[src/hw/rtl/hbx_pkg.sv]
// ----------------------------------------------------------------------------
// hbx_pkg: shared types and constants of the three band crossover equalizer
// Holds the controller to datapath command and status structures.
// ----------------------------------------------------------------------------
package hbx_pkg;

  localparam int FAC_W     = 3;
  localparam int GAIN_W    = 16;
  localparam int STG_W     = 3;
  localparam int J_W       = 4;
  localparam int OUT_SHIFT = 22;

  localparam logic [1:0] REG_FACTOR = 2'd0;
  localparam logic [1:0] REG_TREBLE = 2'd1;
  localparam logic [1:0] REG_MID    = 2'd2;
  localparam logic [1:0] REG_BASS   = 2'd3;

  typedef enum logic [1:0] {
    MAC_BASS,
    MAC_MID,
    MAC_TREBLE
  } mac_sel_t;

  typedef struct packed {
    logic             load_dry;
    logic             wr;
    logic             acc_clr;
    logic             rd;
    logic [J_W-1:0]   j;
    logic             div_stage;
    logic             stage_end;
    logic             low;
    logic             div_smooth;
    logic             smooth_end;
    logic             bands;
    logic             mac;
    mac_sel_t         msel;
    logic             mclr;
    logic             chan_done;
    logic             out_load;
    logic             ch;
    logic [STG_W-1:0] stg;
  } hbx_cmd_t;

  typedef struct packed {
    logic div_busy;
    logic div_done;
  } hbx_stat_t;

endpackage

[src/hw/rtl/hbx_ctrl.sv]
// ----------------------------------------------------------------------------
// hbx_ctrl: sequencer of the three band crossover equalizer
// Steps both channels through the averaging stages, smoothers and mixer.
// ----------------------------------------------------------------------------
module hbx_ctrl #(
  parameter int AVERAGE_STAGES = 3,
  parameter int SMOOTH_STAGES  = 3
) (
  input  logic                          clk,
  input  logic                          rst,
  input  logic                          s_tvalid,
  output logic                          s_tready,
  output logic                          m_tvalid,
  input  logic                          m_tready,
  input  logic [hbx_pkg::FAC_W-1:0]     fac,
  input  hbx_pkg::hbx_stat_t            stat,
  output hbx_pkg::hbx_cmd_t             cmd
);

  typedef enum logic [3:0] {
    ST_IDLE,
    ST_START,
    ST_WRITE,
    ST_READ,
    ST_TAIL,
    ST_WAIT_SD,
    ST_LOWS,
    ST_SMOOTH,
    ST_WAIT_SM,
    ST_BANDS,
    ST_MAC,
    ST_MTAIL,
    ST_OUT,
    ST_OUT2
  } state_t;

  state_t                      state;
  logic                        ch;
  logic [hbx_pkg::STG_W-1:0]   stg;
  logic [hbx_pkg::J_W-1:0]     j;
  logic [hbx_pkg::J_W-1:0]     j_last;

  assign s_tready = (state == ST_IDLE);
  assign j_last   = hbx_pkg::J_W'({fac, 2'b00} - 5'd1);

  always_ff @(posedge clk) begin
    hbx_pkg::hbx_cmd_t cmd_next;
    if (rst) begin
      state    <= ST_IDLE;
      m_tvalid <= 1'b0;
      ch       <= 1'b0;
      stg      <= '0;
      j        <= '0;
      cmd      <= '0;
    end else begin
      cmd_next     = '0;
      cmd_next.ch  = ch;
      cmd_next.stg = stg;
      cmd_next.j   = j;
      if (state == ST_OUT2) begin
        m_tvalid <= 1'b1;
      end else if (m_tready) begin
        m_tvalid <= 1'b0;
      end
      unique case (state)
        ST_IDLE: begin
          if (s_tvalid) begin
            ch    <= 1'b0;
            stg   <= '0;
            state <= ST_START;
          end
        end
        ST_START: begin
          cmd_next.load_dry = 1'b1;
          state             <= ST_WRITE;
        end
        ST_WRITE: begin
          cmd_next.wr      = 1'b1;
          cmd_next.acc_clr = 1'b1;
          j                <= '0;
          state            <= ST_READ;
        end
        ST_READ: begin
          cmd_next.rd = 1'b1;
          if (j == j_last) begin
            j     <= '0;
            state <= ST_TAIL;
          end else begin
            j <= j + hbx_pkg::J_W'(1);
          end
        end
        ST_TAIL: begin
          if (j == hbx_pkg::J_W'(1)) begin
            cmd_next.div_stage = 1'b1;
            state              <= ST_WAIT_SD;
          end else begin
            j <= j + hbx_pkg::J_W'(1);
          end
        end
        ST_WAIT_SD: begin
          if (stat.div_done) begin
            cmd_next.stage_end = 1'b1;
            if (stg == hbx_pkg::STG_W'(AVERAGE_STAGES - 1)) begin
              stg   <= '0;
              state <= ST_LOWS;
            end else begin
              stg   <= stg + hbx_pkg::STG_W'(1);
              state <= ST_WRITE;
            end
          end
        end
        ST_LOWS: begin
          cmd_next.low  = 1'b1;
          cmd_next.mclr = 1'b1;
          state         <= ST_SMOOTH;
        end
        ST_SMOOTH: begin
          cmd_next.div_smooth = 1'b1;
          state               <= ST_WAIT_SM;
        end
        ST_WAIT_SM: begin
          if (stat.div_done) begin
            cmd_next.smooth_end = 1'b1;
            if (stg == hbx_pkg::STG_W'(SMOOTH_STAGES - 1)) begin
              stg   <= '0;
              state <= ST_BANDS;
            end else begin
              stg   <= stg + hbx_pkg::STG_W'(1);
              state <= ST_SMOOTH;
            end
          end
        end
        ST_BANDS: begin
          cmd_next.bands = 1'b1;
          j              <= '0;
          state          <= ST_MAC;
        end
        ST_MAC: begin
          cmd_next.mac  = 1'b1;
          cmd_next.msel = hbx_pkg::mac_sel_t'(j[1:0]);
          if (j == hbx_pkg::J_W'(2)) begin
            j     <= '0;
            state <= ST_MTAIL;
          end else begin
            j <= j + hbx_pkg::J_W'(1);
          end
        end
        ST_MTAIL: begin
          if (j == hbx_pkg::J_W'(1)) begin
            cmd_next.chan_done = 1'b1;
            if (ch) begin
              state <= ST_OUT;
            end else begin
              ch    <= 1'b1;
              stg   <= '0;
              state <= ST_START;
            end
          end else begin
            j <= j + hbx_pkg::J_W'(1);
          end
        end
        ST_OUT: begin
          if (!m_tvalid || m_tready) begin
            cmd_next.out_load = 1'b1;
            state             <= ST_OUT2;
          end
        end
        ST_OUT2: begin
          state <= ST_IDLE;
        end
        default: begin
          state <= ST_IDLE;
        end
      endcase
      cmd <= cmd_next;
    end
  end

endmodule
[config.mk]
export PLATFORM = sky130hd
export DESIGN_NAME = hbx_ctrl
export DESIGN_NICKNAME = d
export VERILOG_FILES = /design/src/hw/rtl/hbx_pkg.sv /design/src/hw/rtl/hbx_ctrl.sv
export SDC_FILE = /design/constraint.sdc
export NUM_CORES = 1
export LEC_CHECK = 0
export BUFFER_PORTS_ARGS = -buffer_cell sky130_fd_sc_hd__buf_4
export CAP_MARGIN = 0
export CORE_MARGIN = 5
export CORE_UTILIZATION = 53
export DETAILED_ROUTE_END_ITERATION = 12
export PLACE_DENSITY = 0.77
export SLEW_MARGIN = 10
export SYNTH_ARGS = -nofsm -noshare
export SYNTH_HDL_FRONTEND = slang
export SYNTH_SLANG_ARGS = --single-unit
[constraint.sdc]
create_clock -name clk -period 2.58 [get_ports clk]
set_input_delay 0.516 -clock clk [delete_from_list [all_inputs] [get_ports clk]]
set_output_delay 0.516 -clock clk [all_outputs]
set_load 0.02 [all_outputs]
Word level (Yosys, flattened, before mapping)

Index checks and enable logic that the tools add are counted.

Register bits: 36
Input port bits: 9
Output and inout port bits: 26
Logic and storage cells: 116

$add $sub $neg: 3
Equality and inequality tests: 28
Multiplexer cells: 37
Bitwise operators: 6
Reduce and logical (&&, ||, !) cells: 20

Operator list:

| kind                                             | count |
|---|---|
| 2-to-1 mux 4 bit                                 | 13 |
| one-hot mux 4 bit (13 select lines)              | 1 |
| == test 4 bit, second input constant             | 6 |
| 2-to-1 mux 3 bit                                 | 7 |
| inequality test 2 bit, second input constant     | 10 |
| OR reduction 2 bit                               | 9 |
| == test 4 x 3 -> 1 bit, second input constant    | 4 |
| one-hot mux 4 bit (4 select lines)               | 1 |
| == test 4 x 2 -> 1 bit, second input constant    | 3 |
| 2-to-1 mux 1 bit                                 | 12 |
| one-hot mux 3 bit (3 select lines)               | 1 |
| == test 4 x 1 -> 1 bit, second input constant    | 2 |
| AND reduction 8 bit                              | 1 |
| inverter 1 bit                                   | 6 |
| AND reduction 5 bit                              | 1 |
| adder 4 x 1 -> 4 bit, second input constant      | 1 |
| == test 4 bit                                    | 1 |
| zero test 4 bit                                  | 1 |
| nonzero test 2 bit                               | 2 |
| nonzero test 4 bit                               | 1 |
| subtractor 4 x 1 -> 4 bit, second input constant | 1 |
| adder 3 x 1 -> 3 bit, second input constant      | 1 |
| == test 3 x 2 -> 1 bit, second input constant    | 1 |
| AND reduction 3 bit                              | 1 |
| other kinds (7)                                  | 7 |

Longest topological paths before layout

Depth in word-level cells: 4
Depth in mapped cells: 7
Gate-level depth less buffers: 7

Worst setup path after synthesis

OpenSTA, ideal clock, no wires.

Kind: in2reg
From: input port stat[0] in the netlist's numbering
To: register state[2]
Setup time: 0.121 ns
Data arrival time: 1.847 ns
Required time: 2.459 ns
Slack: 0.612 ns
Stages: 6
Buffers on the path: 1
Path through: clkbuf_1 or4b_1 o31ai_1 o21ai_2 a31oi_4 mux2_4

Word-level cells in the longest chain between the ends: 2
Elaborated cells on any way between the ends: 3
Classes of those cells: eq/ne (2); reduce/logical (1)

Ends and longest elaborated chain:

| what                              | RTL line       | text |
|---|---|---|
| start: declaration                | hbx_ctrl.sv:16 | `input hbx_pkg::hbx_stat_t stat,` |
| inequality test 2 bit (no line)   | --             |  |
| AND reduction 8 bit (no line) (*) | --             |  |
| end signal: assignment            | hbx_ctrl.sv:49 | `state <= ST_IDLE;` |
| end signal: assignment            | hbx_ctrl.sv:70 | `state <= ST_START;` |
| end signal: assignment            | hbx_ctrl.sv:75 | `state <= ST_WRITE;` |
| end: declaration                  | hbx_ctrl.sv:37 | `state_t state;` |

Mark *: on every way between the ends. The rest lies on a longest branch, timed or not.
A chain may end at the register's enable or synchronous reset.

Final worst setup path

From: register state[0]
To: output port s_tready

Word-level cells in the longest chain between the ends: 1

Ends and longest elaborated chain:

| what             | RTL line       | text |
|---|---|---|
| zero test 4 bit  | hbx_ctrl.sv:43 | `assign s_tready = (state == ST_IDLE);` |
| end: declaration | hbx_ctrl.sv:12 | `output logic s_tready,` |

Every way passes these cells.

==> qor.yml <==
grt.busiest_layer: "met2"
rsz0062_at_grt: "no"
endpoint_kind: "primary output"
overflow: 0
synthCells: 202
cts.reportedPaths.clkPinSlew_ns: 0.10
path_class: "reg -> out"
ir_worst_vdd_mv: 0.425
critPathMaxFanout: 19
synth_edf_count: 0
drt-wirelength-per-cell_um: 14.5
worst_slack_ns: 0.330
cp.arrival_ns: 1.73
die_area_um2: 4670
rows: 21
grt_use_met2: 0.316
fmax_mhz: 444
synth_ff_type: "dfxtp_1"
layout.nets: 239
ys_ff_latch: 35
wl_mm: 3.95
crit_path_start_kind: "flip-flop"
cts_resized: 0
holdWs_ns: 0.459
num_vias: 1551
hold_viol: 0
die_h_um: 68.3
grt_max_degree: 37
drt_iter0_drc: 162
cts_hold_repair.buffers: 0
first_global_vias: 1433
syn_to_final_growth_pct: 16.1
place_inst: 266
num-fill-cells: 320
leakagePower_nw: 0.807
gp_congestion: 0.946
grt_antenna_before_repair: 0
yosys_warnings: 0
grt_use_met1: 0.213
post-dp-hpwl_mm: 2.89
dr.pass1.iters: 5
cap_violations: 0
cts_max_path_buffers: 2
fin_skew_ns: 0.00808
p_per_area_nw_per_um2: 850
postCtsSetupBuffers: 0
avgViaCountPerCell: 5.68
port_buffers: 32
cts_tree: "built"
clock_sinks: 35
core_area_um2: 3310
antenna_cells: 0
required_ns: 2.06
tightest_slew_ns: 0.619
numCtsBuffers: 5
htree_levels: 2
chipWidth_um: 68.3
synth.distinct_cells: 57
async_reset_ff_frac: 0
remaining_drc_errors: 0
final_cells: 273
max_slew_margin: 0.587
tns_ns: 0
io_pins: 35
synth-seq-area-share: 0.389
drive_gt1_frac: 0.273
grt_use_total: 0.183
grt_pass1_wl_mm: 6.45
antenna_left: 0
syn_nets: 214
insertion_delay_ns: 0.34
fin_crit_sh: 0.872
cts-root-buf: "clkbuf_4"
place_ws_ns: 0.471
holdCritPathClass: "in -> reg"
setup_viol: 0
status: "finished clean"
synth_area_um2: 1800
initial_core_util: 0.544
use_met3: 0.0525
slew_viol_final: 0
final.min_clock_period_ns: 2.25
postSynthAreaPerCell_um2: 8.92
worst paths after layout:
path | from | to | slack (ns) | depth (start not counted)
max | state[0]$_SDFFE_PP0P_ | s_tready | 0.33 | 3
max reg2reg | state[0]$_SDFFE_PP0P_ | state[3]$_SDFFE_PP0P_ | 0.47 | 5
min reg2reg | stg[2]$_SDFFE_PP0P_ | cmd[2]$_SDFF_PP0_ | 0.49 | 2
min | stat[0] | cmd[11]$_SDFF_PP0_ | 0.46 | 3
cell usage after synthesis (all sizes together), types with 3 or more instances:
master | number | area (µm²)
mux2i | 5 | 50.1
nor2 | 20 | 80.1
dfxtp | 35 | 701
clkbuf | 8 | 30.0
nand2b | 8 | 50.1
a21oi | 9 | 48.8
nor3 | 10 | 60.1
buf | 9 | 71.3
nor2b | 4 | 25.0
mux2 | 3 | 41.3
a31oi | 3 | 33.8
ha | 3 | 37.5
nor4b | 3 | 26.3
nor4 | 10 | 81.3
nand2 | 15 | 56.3
o21ai | 10 | 53.8
inv | 10 | 37.5
layout by cell type (no fill, tap or decap), drive strengths merged, types with 2 or more instances in the layout:
cell	instances
buf	35
mux2	3
nand2	15
a31oi	3
ha	3
a211o	2
or3	2
clkbuf	6
nor2	20
nand3b	2
o31ai	2
a31o	2
nor3	10
dfxtp	35
o21ai	10
a22o	2
a21oi	9
nand4	2
mux2i	5
nor4	10
nor4b	3
nand2b	8
inv	10
o22ai	2
nor2b	4
layer usage:
layer / part of all wire / wire, µm
met5: 0 / 0
met4: 0.014 / 55
met3: 0.060 / 238
met2: 0.49 / 1950
met1: 0.43 / 1710
per-stage QoR:
step,total power [mW],util,cell area [µm²]
2_1_floorplan,1.26,-,1800
3_3_place_gp,1.40,0.610,2020
3_5_place_dp,1.41,0.610,2020
4_1_cts,1.78,0.632,2090
5_1_grt,1.88,0.632,2090
6_report,1.78,0.632,2090
worst max-delay path, stage by stage, from the launching register on:
cell,delay (ns)
dfxtp_1,0.52
or4_4,0.63
inv_1,0.10
buf_4,0.14
kinds of logic (layout without fill, tap and decap cells):
logic type	Yosys count	count (layout)	synth area share
xor gates and xnor gates	1	1	0.00486
adders and majority gates	3	3	0.0208
and+or+nand+nor	85	85	0.282
muxes	8	8	0.0507
DFF	35	35	0.389
AOI/OAI and AO/OA	43	43	0.176
buffers and inverters	27	52	0.0771
layout make-up:
cell class                 instances  area [µm²]  area share
timing repair buffer              35         263       0.126
multi-input combinational        140         962       0.460
inverter                          10        37.5      0.0179
sequential                        35         701       0.335
tap                               46        57.6      0.0275
clock inverter                     1        30.0      0.0144
clock buffer                       6        41.3      0.0197
power breakdown:
part	switching (mW)	internal [mW]	total, mW
sequential	0.0907	0.581	0.671
clock	0.179	0.200	0.378
combinational	0.411	0.318	0.729
total	0.680	1.10	1.78
state kept, by name, indices dropped and copies added, names as in the netlist:
register  flops
stg           3
j             4
m_tvalid      1
cmd          22
ch            1
state         4
Power figures use the tool's default switching activity.
